File: src/clz_ram.sv
module clz_ram #(
	parameter int DEPTH = 64,
	parameter int WIDTH = 8
) (
	input  logic                     clk,
	input  logic                     we,
	input  logic [$clog2(DEPTH)-1:0] waddr,
	input  logic [WIDTH-1:0]         wdata,
	input  logic                     re,
	input  logic [$clog2(DEPTH)-1:0] raddr,
	output logic [WIDTH-1:0]         rdata
);

	logic [WIDTH-1:0] mem [DEPTH];

	always_ff @(posedge clk) begin
		if (we) begin
			mem[waddr] <= wdata;
		end
		if (re) begin
			rdata <= mem[raddr];
		end
	end

endmodule

File: config.mk
export PLATFORM = sky130hd
export DESIGN_NAME = clz_ram
export DESIGN_NICKNAME = d
export VERILOG_FILES = /design/src/clz_ram.sv
export SDC_FILE = /design/constraint.sdc
export NUM_CORES = 1
export LEC_CHECK = 0
export ABC_CLOCK_PERIOD_IN_PS = 6800
export BUFFER_PORTS_ARGS = -buffer_cell sky130_fd_sc_hd__buf_2
export CAP_MARGIN = 20
export CORE_ASPECT_RATIO = 2
export CORE_MARGIN = 4
export CORE_UTILIZATION = 35
export CTS_CLUSTER_SIZE = 14
export DETAILED_ROUTE_END_ITERATION = 10
export PLACE_DENSITY = 0.61
export SYNTH_ARGS = -nofsm -noshare
export SYNTH_HDL_FRONTEND = slang
export SYNTH_SLANG_ARGS = --single-unit
File: constraint.sdc
create_clock -name clk -period 6.8 [get_ports clk]
set_input_delay 1.36 -clock clk [delete_from_list [all_inputs] [get_ports clk]]
set_output_delay 1.36 -clock clk [all_outputs]
set_load 0.005 [all_outputs]
==> results, run 1 <==
- The run finished with clean final reports.
- The area added between synthesis and finish is 10.85%.
- The shortest period the worst path allows is 3619 ps.
- The number of antenna-violating nets in the routed design is 0.
- Once the clock tree was built, the resizer swapped 0 gates to a different size.
- Yosys mapped a number of flops with a built-in enable equal to 520.
- The post-synthesis async set-or-reset flop share is 0.
- STA puts the critical path data arrival time at 3910 ps.
- The number of antenna violations at the first check in global routing is 7.
- The largest area contributor in the synthesized netlist is sky130_fd_sc_hd__edfxtp_1.
- The floorplan has 124 rows.
- Dividing total power by cell area gives a power density of 275.5 nW/um^2.
- The pin count of the biggest net entering global routing is 65.
- The synthesized netlist net count is 963.
- Derived from the worst setup path, the maximum achievable clock frequency is 276.3 MHz.
- At the later pin of the worst-skew pair, clock insertion delay measures 570 ps.
- The filler cells instantiated in the layout total 5047.
- After technology mapping, the gate count stands at 940.
- Of the cells placed in the final design, the portion with a size suffix greater than 1 is 0.2414.
- After the last flow step, the layout net total stands at 1005.
- The cell area after synthesis is 20250 um^2.
- The flip-flop and latch count after synthesis is 520.
- The clock drives 520 sinks.
- The number of global-route vias before repair was 9938.
- The max-slew violation total from the final report is 0.
- The starting density of the core is 0.3537.
- The number of setup violations in the final report is 0.
- The global-route met1 utilization is 0.1679.
- For this design the top-level I/O count stands at 31.
- Routability-driven placement finished with a final weighted congestion of 0.8205.
- The synthesized area per cell is 21.54 um^2.
- The area of all sequential standard cells is 15620 um^2.
- The total negative slack is 0 ps.
- Clock-pin slew was measured on the worst setup and hold paths at 70 ps.
- met2 is the most crowded layer.
- The maximum clock skew at final layout is 22.59 ps.
- STA classifies the critical path startpoint as an input pin.
- Among all flip-flop cells after synthesis, the most frequent one is sky130_fd_sc_hd__edfxtp_1.
- The root buffer cell chosen for the clock tree is sky130_fd_sc_hd__clkbuf_16.
- The maximum single-stage delay on the critical path is 590 ps.
- In the routed layout, each cell is associated on average with a via count of 5.349.
- For this run, design rule violations remaining after detail routing come to 0.
- The CTS tree is yes.
- Once detailed placement completed, the half-perimeter wirelength came to 30.19 mm.
- The mean routed wirelength per cell is 26.73 um.
- The vertical die dimension is 348.1 um.
- The worst IR drop on VDD is 0.1520 mV.
- The core area is 57250 um^2.
- The horizontal die dimension is 178.1 um.
- Buffers inserted during clock tree synthesis total 44.
- In this run the static leakage power is 6.781 nW.
- The Yosys step of the flow raised 0 warnings.
- The first routing iteration left 812 violations.
- The area fraction of the dominant cell type after synthesis is 0.7712.
- In this run the tool buffered the top-level ports with 30 buffer cells.
- The count of hold-fix buffers inserted at cts is 0.
- Of all nets on the critical path, the largest fanout is 62.
- The number of failing hold endpoints at the final stage came to 0.
- At the pin with the least slew margin, the transition time is 1077 ps.
- Setup repair after global routing left no endpoint under its margin.
- The placement-stage worst setup slack is 2498 ps.
- The overall fraction of global-route tracks in use is 0.1537.
- The floorplan step defined a die boundary enclosing 61990 um^2.
- After clock tree synthesis, the setup repair step added 0 buffers.
- In this run the critical register-to-register path is launched from mem[41][0].
- The library cell with the highest instance count after synthesis is sky130_fd_sc_hd__edfxtp_1.
- Sorting the synthesized cells by area gives the leading types as sky130_fd_sc_hd__edfxtp_1 77%, sky130_fd_sc_hd__mux4_2 14%, sky130_fd_sc_hd__nor2_1 1.5%.
- The critical path endpoint category is a flop.
- The start point of the critical path is raddr[0].
- On the critical path, the stage with the largest delay is an instance of sky130_fd_sc_hd__clkbuf_8.
- Global routing finished with a remaining overflow of 0.
- The class of the worst hold path is reg2reg.
- The relative slew slack is 0.2792.
- The register-to-register setup slack is 4450 ps.
- The sequential share of the synthesized area is 0.7712.
- The commonest cells after synthesis are 520 x sky130_fd_sc_hd__edfxtp_1, 126 x sky130_fd_sc_hd__mux4_2, 83 x sky130_fd_sc_hd__nor2_1.
- The via count is 9382.
- The met2 routing resource usage after global routing is 0.2960.
- The iteration count of the initial detailed-routing pass is 5.
- The critical path class is in2reg.
- The worst register-to-register path ends at rdata[0].
- The maximum clock insertion buffer count is 3.
- The total routed wirelength is 46.89 mm.
- For the worst flop-to-flop path, the logic depth is 4.
- The cell seen most often among critical-path stages is sky130_fd_sc_hd__mux4_2.
- The netlist uses 39 different library cells.
- At the worst endpoint, the required time is 7090 ps.
- The count of maximum capacitance violations is 0.
- The endpoint of the worst setup timing path is rdata[7].
- The area of the multi-input gates is 4325 um^2.
- The global-route wire length before repair is 69.17 mm.
- Of the available clock period, the critical path in the final layout requires 0.5322.
- The signal on the critical path passes through clkbuf_8 -> buf_12 -> mux4_2 -> mux4_2 -> o21ai_0 -> nand2_1.
- The number of levels in the clock H-tree is 2.
- Setup slack closes at 3181 ps.
- The global-route met3 utilization is 0.01875.
-- state kept, by name, summed over array words and instances (netlist names) --
signal  count
mem       512
rdata       8
-- cells in the final DEF (no fill, tap or decap), types with 2 or more instances in the layout --
cell type                   instances
sky130_fd_sc_hd__o21ai_1            2
sky130_fd_sc_hd__o21ai_0            2
sky130_fd_sc_hd__buf_12             3
sky130_fd_sc_hd__a2111oi_0          2
sky130_fd_sc_hd__buf_4             16
sky130_fd_sc_hd__mux4_2           126
sky130_fd_sc_hd__edfxtp_1         520
sky130_fd_sc_hd__diode_2            4
sky130_fd_sc_hd__nor3_2             2
sky130_fd_sc_hd__mux2_2            13
sky130_fd_sc_hd__o21a_1             2
sky130_fd_sc_hd__nor2_1            83
sky130_fd_sc_hd__clkbuf_16         45
sky130_fd_sc_hd__a22oi_1            3
sky130_fd_sc_hd__clkbuf_1           5
sky130_fd_sc_hd__buf_2             27
sky130_fd_sc_hd__clkinv_1           3
sky130_fd_sc_hd__nor3_1             5
sky130_fd_sc_hd__nor2b_1           14
sky130_fd_sc_hd__o41ai_1            2
sky130_fd_sc_hd__o32ai_1            2
sky130_fd_sc_hd__mux2i_1           23
sky130_fd_sc_hd__o221a_2            2
sky130_fd_sc_hd__nand2_1           19
sky130_fd_sc_hd__a21oi_1            3
sky130_fd_sc_hd__o2111ai_1          3
sky130_fd_sc_hd__nand3_1           13
sky130_fd_sc_hd__a211oi_1           4
sky130_fd_sc_hd__a221oi_1           6
sky130_fd_sc_hd__o22ai_1            8
sky130_fd_sc_hd__nand2b_1           7
sky130_fd_sc_hd__nand4_1            2
sky130_fd_sc_hd__nor4_1             2
sky130_fd_sc_hd__inv_6              3
sky130_fd_sc_hd__o2bb2ai_1          3
sky130_fd_sc_hd__nand3b_1           3
sky130_fd_sc_hd__o221ai_1           8
-- cell type report --
type / count / share of cell area
flip-flops and latches: 520 / 0.6958
multi-input cells: 369 / 0.1927
clock buffers: 50 / 0.05101
well taps: 756 / 0.04215
repair buffers: 47 / 0.01466
clock inverters: 8 / 0.003234
diodes: 4 / 0.0004460
-- cell families after synthesis --
| kind of cell | share of synthesized area |
|---|---|
| flip-flops | 0.7712 |
| AND/OR/NAND/NOR | 0.03374 |
| buffers and inverters | 0.01563 |
| AO/OA/AOI/OAI | 0.02064 |
| multiplexers | 0.1588 |
-- how the worst min path moves through the flow --
stage                     slack [ps]        to  depth (start not counted)        from
after floorplan                  800  rdata[0]                          4  mem[34][0]
after global placement           900  rdata[6]                          3  mem[31][6]
after detailed placement         900  rdata[6]                          3  mem[30][6]
after CTS                        930  rdata[6]                          3  mem[30][6]
after global routing             950  rdata[6]                          3  mem[30][6]
final                            910  rdata[6]                          3  mem[30][6]
-- metal layers --
layer	up-vias	wire, um
met4	4	1785
met1	4979	15650
met2	330	27200
met5	-	34
li1	3989	-
met3	80	2218
-- critical path, delay by kind of cell --
kind | cells | cell delay, ps
and+or+nand+nor | 1 | 120
AOI/OAI and AO/OA | 1 | 220
muxes | 2 | 1090
buffers and inverters | 2 | 1030
-- where the power goes --
group	internal, mW	switching [mW]
clock network	1.23	1.07
logic	0.120	0.204
registers	3.55	0.00701
total	4.90	1.28
-- metrics by stage --
step                      utilization  hold slack [ps]  cell area (um^2)  instances  total power, mW
after floorplan                     -            797.1             20250        940            3.817
after global placement         0.3699            895.2             21180       1690            3.952
after detailed placement       0.3699            904.5             21180       1690            3.960
after CTS                      0.3911            927.6             22390       1748            6.238
after global routing           0.3919            947.6             22440       1751            6.367
final                          0.3920            911.4             22440       1754            6.183
Power figures use the tool's default switching activity.
==> inputs of run 2 (changes only) <==
ABC_CLOCK_PERIOD_IN_PS = 3500   (was 6800)
clock period = 3.5 ns   (was 6.8 ns; I/O delays follow)
==> results, run 2 (synthesis results as in run 1) <==
- The placement-stage worst setup slack came to 83.50 ps (was 2498 ps).
- The register name with the most flops is mem (unchanged).
- The static power due to leakage is 7.219 nW (was 6.781 nW).
- Based on the critical path, the design can be clocked at up to 356.3 MHz.
- The flip-flop count of the largest register, all copies and words added is 512 (unchanged).
- The worst-skew pair later-pin latency came to 560 ps (was 570 ps).
- The number of nets in the finished design came to 1090 (was 1005).
- Unrepaired setup endpoints after global routing: no (unchanged).
- The number of instances in the placed design came to 1776 (was 1690).
- The vertical die dimension was 348.1 um (unchanged).
- The post-CTS setup-driven buffer insertion count is 0 (unchanged).
- The total chip power is 11.89 mW (was 6.183 mW).
- The number of buffers added on ports is 30 (unchanged).
- The CTS tree was yes (unchanged).
- Outcome: finished, final reports clean (unchanged).
- The total routed wirelength was 48.68 mm (was 46.89 mm).
- The number of levels in the clock H-tree is 2 (unchanged).
- The relative slew slack is 0.3918 (was 0.2792).
- The largest fanout on the critical path is 22 (was 62).
- The horizontal die dimension is 178.1 um (unchanged).
- The number of setup violations in the final report is 0 (unchanged).
- Most used cells in the layout excluding fill and tap cells: 520 x sky130_fd_sc_hd__edfxtp_1, 126 x sky130_fd_sc_hd__mux4_2, 97 x sky130_fd_sc_hd__buf_4, 83 x sky130_fd_sc_hd__nor2_1, 45 x sky130_fd_sc_hd__clkbuf_16 (was 520 x sky130_fd_sc_hd__edfxtp_1, 126 x sky130_fd_sc_hd__mux4_2, 83 x sky130_fd_sc_hd__nor2_1, 45 x sky130_fd_sc_hd__clkbuf_16, 27 x sky130_fd_sc_hd__buf_2).
- The critical path class was in2reg (unchanged).
- The die area is 61990 um^2 (unchanged).
- The pin slew with the least headroom to its limit was 912.3 ps (was 1077 ps).
- The violation count after the first detailed-route iteration was 842 (was 812).
- The iteration count of the initial detailed-routing pass is 5 (unchanged).
- The clock tree root buffer cell is sky130_fd_sc_hd__clkbuf_16 (unchanged).
- The fraction of final layout cells with drive strength greater than 1 is 0.2977 (was 0.2414).
- The half-perimeter wire length of the detailed placement result was 33.65 mm (was 30.19 mm).
- The starting density of the core is 0.3537 (unchanged).
- The clock sink total is 520 (unchanged).
- The data arrival at the endpoint of the critical path is 3080 ps (was 3910 ps).
- The non-filler instance count after layout is 1833 (was 1754).
- The global-route wire length before repair came to 71.37 mm (was 69.17 mm).
- The maximum clock skew at final layout is 14.34 ps (was 22.59 ps).
- The data required time at the worst endpoint came to 3770 ps (was 7090 ps).
- The maximum clock insertion buffer count is 3 (unchanged).
- The count of hold-fix buffers inserted at cts is 0 (unchanged).
- The number of antenna violations at the first check in global routing is 3 (was 7).
- Dividing the final minimum period by the clock period gives 0.8020.
- The worst IR drop on VDD is 0.3070 mV (was 0.1520 mV).
- The number of ports placed on the die boundary is 31 (unchanged).
- The number of placement rows is 124 (unchanged).
- The count of maximum capacitance violations came to 0 (unchanged).
- The final worst slack came to 693.0 ps (was 3181 ps).
- The total grt overflow is 0 (unchanged).
- The number of failing hold endpoints at the final stage is 0 (unchanged).
- The number of antenna-violating nets in the routed design is 0 (unchanged).
- The area added between synthesis and finish came to 13.97% (was 10.85%).
- The class of the worst hold path is in2reg (was reg2reg).
- The via count is 9758 (was 9382).
- The ratio of routed vias to standard cells was 5.324 (was 5.349).
- The pin count of the biggest net entering global routing was 65 (unchanged).
- The sort of element at the start of the critical path is an input pin (unchanged).
- The mean routed wirelength per cell was 26.56 um (was 26.73 um).
- The count of cells resized by post-cts repair is 0 (unchanged).
- The max-slew violation total from the final report is 0 (unchanged).
- The number of DRC violations after detailed routing is 0 (unchanged).
- The number of global-route vias before repair is 10450 (was 9938).
- The power per unit of standard cell area is 515.2 nW/um^2 (was 275.5 nW/um^2).
- The overall fraction of global-route tracks in use came to 0.1588 (was 0.1537).
- The shortest period the worst path allows is 2807 ps.
- Largest registers: mem: 512 flops, rdata: 8 flops (unchanged).
- The final weighted congestion in routability-driven placement was 0.8042 (was 0.8205).
- The most common cell after layout, fill and taps aside is sky130_fd_sc_hd__edfxtp_1 (unchanged).
- The total negative slack is 0 ps (unchanged).
- The clock transition at the register clock pins on the worst setup and hold paths after CTS is 60 ps (was 70 ps).
- The critical path endpoint category is a flop (unchanged).
- The core area is 57250 um^2 (unchanged).
- The filler cell count was 4937 (was 5047).
- The number of buffers added by the clock tree synthesis step is 43 (was 44).
-- run 2: power breakdown --
part | total, mW | switching (mW) | internal (mW)
clock | 4.29 | 2.00 | 2.28
combinational | 0.685 | 0.419 | 0.266
sequential | 6.92 | 0.0140 | 6.90
total | 11.9 | 2.44 | 9.45
-- run 2: worst max-delay path, cell delays in order --
cell                        delay (ps)
sky130_fd_sc_hd__buf_4             280
sky130_fd_sc_hd__buf_12            240
sky130_fd_sc_hd__mux4_2            540
sky130_fd_sc_hd__mux2_2            290
sky130_fd_sc_hd__a221oi_1          800
sky130_fd_sc_hd__o2bb2ai_1         160
-- run 2: layer usage --
metal | part of all wire | global-route usage | vias up
li1 | - | - | 4152
met1 | 0.33 | 0.1688 | 5185
met2 | 0.56 | 0.2975 | 316
met3 | 0.052 | 0.02622 | 103
met4 | 0.054 | 0.07996 | 2
met5 | 0.00027 | 0 | -
-- run 2: through the flow --
step,utilization,cell area (um^2),hold WS (ps)
global route,0.4030,23070,498.6
global placement,0.3821,21870,877.2
detailed placement,0.3821,21870,897.6
finish,0.4031,23080,512.8
floorplan,-,20250,797.1
CTS,0.4023,23030,483.2
-- run 2: path summary, 6_finish.rpt --
kind / start / endpoint / slack, ps / depth (start not counted)
max reg2reg: mem[47][0] / rdata[0] / 1100 / 4
max: raddr[1] / rdata[0] / 690 / 6
min reg2reg: mem[31][4] / rdata[4] / 910 / 3
min: re / rdata[6] / 510 / 1
-- run 2: final cells by class --
class,instances,area [um^2],share of cell area
timing repair buffer,133,1037,0.04495
tap,756,945.9,0.04099
antenna,2,5.005,0.0002169
multi-input combinational,369,4315,0.1870
sequential,520,15620,0.6767
clock inverter,3,12.51,0.0005422
clock buffer,50,1145,0.04961
==> inputs of run 3 (changes only) <==
ABC_AREA = 1   (was default)
ABC_CLOCK_PERIOD_IN_PS = 2400   (was 3500)
PLACE_DENSITY = 0.63   (was 0.61)
clock period = 2.4 ns   (was 3.5 ns; I/O delays follow)
==> results, run 3 <==
- The number of buffers added by the clock tree synthesis step was 43 (unchanged).
- The flip-flop and latch count after synthesis is 520 (unchanged).
- The number of DRC violations after detailed routing is 0 (unchanged).
- The CTS tree is yes (unchanged).
- The count of hold-fix buffers inserted at cts was 0 (unchanged).
- The total grt overflow is 0 (unchanged).
- The endpoint of the worst setup timing path is rdata[1] (was rdata[0]).
- Most frequent cells after synthesis: 648 x sky130_fd_sc_hd__nand2_1, 520 x sky130_fd_sc_hd__edfxtp_1, 439 x sky130_fd_sc_hd__nand3_1 (was 520 x sky130_fd_sc_hd__edfxtp_1, 126 x sky130_fd_sc_hd__mux4_2, 83 x sky130_fd_sc_hd__nor2_1).
- The area share of xor/xnor cells in the synthesized design came to 0 (unchanged).
- The final worst slack is 650.8 ps (was 693.0 ps).
- The cell area after synthesis came to 21420 um^2 (was 20250 um^2).
- The number of cells on the worst reg-to-reg path is 8 (was 4).
- The area added between synthesis and finish is 12.45% (was 13.97%).
- The data arrival at the endpoint of the critical path is 2180 ps (was 3080 ps).
- The fraction of synthesized area in multiplexers was 0 (was 0.1588).
- The fraction of final layout cells with drive strength greater than 1 is 0.1031 (was 0.2977).
- The maximum clock skew at final layout is 25.48 ps (was 14.34 ps).
- The number of levels in the clock H-tree is 2 (unchanged).
- Critical path cell sequence: buf_6 -> buf_4 -> nand2_1 -> nand3_1 -> nand3_1 -> nand2_1 -> nand2_1 -> nand3_1 -> nand3_1 -> nand2_1 (was buf_4 -> buf_12 -> mux4_2 -> mux2_2 -> a221oi_1 -> o2bb2ai_1).
- The clock sink total is 520 (unchanged).
- The relative slew slack is 0.5154 (was 0.3918).
- The number of setup violations in the final report is 0 (unchanged).
- The count of maximum capacitance violations was 0 (unchanged).
- The synthesized area per cell was 11.87 um^2 (was 21.54 um^2).
- The post-synthesis adder-cell area fraction came to 0 (unchanged).
- The vertical die dimension is 357.9 um (was 348.1 um).
- Top cells by area in the synthesized netlist: sky130_fd_sc_hd__edfxtp_1 73%, sky130_fd_sc_hd__nand2_1 11%, sky130_fd_sc_hd__nand3_1 10% (was sky130_fd_sc_hd__edfxtp_1 77%, sky130_fd_sc_hd__mux4_2 14%, sky130_fd_sc_hd__nor2_1 1.5%).
- The ratio of routed vias to standard cells is 5.251 (was 5.324).
- The register name with the most flops is mem (unchanged).
- The most common cell after layout, fill and taps aside is sky130_fd_sc_hd__nand2_1 (was sky130_fd_sc_hd__edfxtp_1).
- The via count was 14050 (was 9758).
- The maximum single-stage delay on the critical path came to 350 ps (was 800 ps).
- The total routed wirelength came to 58.18 mm (was 48.68 mm).
- The number of ports placed on the die boundary is 31 (unchanged).
- The sequential share of the synthesized area is 0.7290 (was 0.7712).
- The total negative slack was 0 ps (unchanged).
- Static timing analysis puts the maximum clock frequency at 571.7 MHz.
- The simple-gate portion of the synthesized area is 0.2309 (was 0.03374).
- The sort of element at the start of the critical path is an input pin (unchanged).
- The critical path class is in2reg (unchanged).
- The count of cells resized by post-cts repair is 0 (unchanged).
- The area fraction of the dominant cell type after synthesis is 0.7290 (was 0.7712).
- The starting density of the core is 0.3529 (was 0.3537).
- The main combinational cell family by area after synthesis was simple AND/OR/NAND/NOR gates (was multiplexers).
- The horizontal die dimension was 182.9 um (was 178.1 um).
- Most used cells in the layout excluding fill and tap cells: 648 x sky130_fd_sc_hd__nand2_1, 520 x sky130_fd_sc_hd__edfxtp_1, 439 x sky130_fd_sc_hd__nand3_1, 93 x sky130_fd_sc_hd__buf_4, 56 x sky130_fd_sc_hd__nor2_1 (was 520 x sky130_fd_sc_hd__edfxtp_1, 126 x sky130_fd_sc_hd__mux4_2, 97 x sky130_fd_sc_hd__buf_4, 83 x sky130_fd_sc_hd__nor2_1, 45 x sky130_fd_sc_hd__clkbuf_16).
- The clock transition at the register clock pins on the worst setup and hold paths after CTS is 70 ps (was 60 ps).
- The clock tree root buffer cell is sky130_fd_sc_hd__clkbuf_16 (unchanged).
- The power per unit of standard cell area is 734.9 nW/um^2 (was 515.2 nW/um^2).
- The net switching power of the design is 3.958 mW (was 2.435 mW).
- The largest fanout on the critical path is 31 (was 22).
- The number of enable flip-flop cells after synthesis came to 520 (unchanged).
- The top flip-flop cell by instance count after synthesis is sky130_fd_sc_hd__edfxtp_1 (unchanged).
- The number of nets in the finished design is 1906 (was 1090).
- Outcome: finished, final reports clean (unchanged).
- The pin slew with the least headroom to its limit came to 726.2 ps (was 912.3 ps).
- The post-synthesis cell type count is 15 (was 39).
- The count of warnings emitted by yosys came to 0 (unchanged).
- The start point of the critical path is raddr[0] (was raddr[1]).
- The data required time at the worst endpoint is 2830 ps (was 3770 ps).
- The half-perimeter wire length of the detailed placement result is 37.54 mm (was 33.65 mm).
- The placement-stage worst setup slack is 91.81 ps (was 83.50 ps).
- The flip-flop count of the largest register, all copies and words added is 512 (unchanged).
- The largest area contributor in the synthesized netlist is sky130_fd_sc_hd__edfxtp_1 (unchanged).
- The post-synthesis instance total is 1805 (was 940).
- The library cell with the highest instance count after synthesis is sky130_fd_sc_hd__nand2_1 (was sky130_fd_sc_hd__edfxtp_1).
- The power share of the clock group is 0.358 (was 0.361).
- The endpoint of the lowest-slack register-to-register path is rdata[1] (was rdata[0]).
- The maximum clock insertion buffer count came to 3 (unchanged).
- The mean routed wirelength per cell is 21.75 um (was 26.56 um).
- The violation count after the first detailed-route iteration came to 1199 (was 842).
- The post-CTS setup-driven buffer insertion count is 0 (unchanged).
- The number of buffers added on ports was 30 (unchanged).
- The number of global-route vias before repair is 14240 (was 10450).
- The worst-skew pair later-pin latency came to 570 ps (was 560 ps).
- The pin count of the biggest net entering global routing is 84 (was 65).
- The register-to-register setup slack is 740 ps (was 1100 ps).
- The slowest library cell on the worst path is sky130_fd_sc_hd__buf_4 (was sky130_fd_sc_hd__a221oi_1).
- The number of antenna violations at the first check in global routing is 6 (was 3).
- Unrepaired setup endpoints after global routing: no (unchanged).
- The class of the worst hold path is in2reg (unchanged).
- Largest registers: mem: 512 flops, rdata: 8 flops (unchanged).
- The number of failing hold endpoints at the final stage was 0 (unchanged).
- The iteration count of the initial detailed-routing pass is 5 (unchanged).
- The static power due to leakage is 8.657 nW (was 7.219 nW).
- Dividing the final minimum period by the clock period gives 0.7288.
- The share of total power in sequential cells came to 0.570 (was 0.582).
- The filler cell count is 5583 (was 4937).
- The synthesized-area fraction occupied by ao, oa, aoi and oai cells came to 0 (was 0.02064).
- The shortest period the worst path allows is 1749 ps.
- The max-slew violation total from the final report is 0 (unchanged).
- The share of total power in combinational logic was 0.072 (was 0.058).
- The global-route wire length before repair is 87.28 mm (was 71.37 mm).
- The post-synthesis async set-or-reset flop share is 0 (unchanged).
- The critical path endpoint category is a flop (unchanged).
- The synthesized netlist net count is 1828 (was 963).
- The core area was 60700 um^2 (was 57250 um^2).
- The net switching share of the total power is 0.2236 (was 0.2049).
- The number of antenna-violating nets in the routed design is 0 (unchanged).
- The worst IR drop on VDD came to 0.4285 mV (was 0.3070 mV).
- The number of placement rows is 128 (was 124).
- The die area is 65460 um^2 (was 61990 um^2).
- The internal cell power is 13.74 mW (was 9.453 mW).
- The final weighted congestion in routability-driven placement is 0.8750 (was 0.8042).
- The beginning of the worst register-to-register path is mem[27][1] (was mem[47][0]).
- The overall fraction of global-route tracks in use came to 0.1762 (was 0.1588).
[run 3: cell types whose count changed in the layout (fill, tap and decap cells not counted), moves of 7 or more]
cell,change
sky130_fd_sc_hd__mux4_2,-126
sky130_fd_sc_hd__o22ai_1,-8
sky130_fd_sc_hd__nand4_1,+7
sky130_fd_sc_hd__buf_12,+16
sky130_fd_sc_hd__nor2_1,-27
sky130_fd_sc_hd__mux2i_1,-23
sky130_fd_sc_hd__o221ai_1,-8
sky130_fd_sc_hd__nor3_1,-7
sky130_fd_sc_hd__nand3_1,+426
sky130_fd_sc_hd__inv_1,+9
sky130_fd_sc_hd__nor2b_1,-14
sky130_fd_sc_hd__nand2_1,+629
sky130_fd_sc_hd__nand2b_1,-7
sky130_fd_sc_hd__mux2_2,-13
[run 3: metal layers]
| layer | wire, um | track usage | vias up | part of all wire |
|---|---|---|---|---|
| li1 | - | - | 6475 | - |
| met1 | 19840 | 0.1852 | 6904 | 0.34 |
| met2 | 31550 | 0.3314 | 502 | 0.54 |
| met3 | 2693 | 0.01817 | 161 | 0.046 |
| met4 | 4058 | 0.1105 | 4 | 0.070 |
| met5 | 34 | 0 | - | 0.00058 |
[run 3: power groups by stage]
stage	Sequential, mW	Combinational, mW	Clock (mW)
2_1_floorplan	10.3	0.707	0
3_3_place_gp	10.3	1.26	0
3_5_place_dp	10.3	1.27	0
4_1_cts	10.1	1.27	6.45
5_1_grt	10.1	1.37	6.81
6_report	10.1	1.27	6.34
[run 3: kinds of logic after synthesis]
| group | Yosys count |
|---|---|
| AND/OR/NAND/NOR | 1160 |
| flip-flops | 520 |
| buffers and inverters | 125 |
[run 3: layout make-up]
| class | count | area, um^2 | area share |
|---|---|---|---|
| sequential | 520 | 15620 | 0.6483 |
| inverter | 12 | 52.55 | 0.002182 |
| clock inverter | 3 | 12.51 | 0.0005195 |
| multi-input combinational | 1160 | 4946 | 0.2053 |
| clock buffer | 50 | 1145 | 0.04753 |
| antenna | 4 | 10.01 | 0.0004156 |
| tap | 780 | 975.9 | 0.04052 |
| timing repair buffer | 146 | 1330 | 0.05522 |
[run 3: per-stage QoR]
step	total power, mW	util	hold slack, ps	instances	instance area [um^2]
after floorplan	10.99	-	578.9	1805	21420
after global placement	11.55	0.3776	891.5	2618	22920
after detailed placement	11.56	0.3776	884.2	2618	22920
after CTS	17.82	0.3967	311.3	2671	24080
after global routing	18.27	0.3968	319.6	2674	24080
final	17.70	0.3968	344.9	2675	24090
[run 3: how the worst min path moves through the flow]
stage | from | cells after the start | endpoint | slack, ps
2_1_floorplan | wdata[0] | 0 | mem[0][0] | 580
5_1_grt | re | 1 | rdata[1] | 320
6_report | re | 1 | rdata[4] | 340
4_1_cts | re | 1 | rdata[1] | 310
3_5_place_dp | mem[42][6] | 8 | rdata[6] | 880
3_3_place_gp | mem[42][6] | 8 | rdata[6] | 890
[run 3: worst max-delay path, delay by kind of cell]
family | cells | cell delay (ps)
AND/OR/NAND/NOR | 8 | 1180
buffers and inverters | 2 | 490
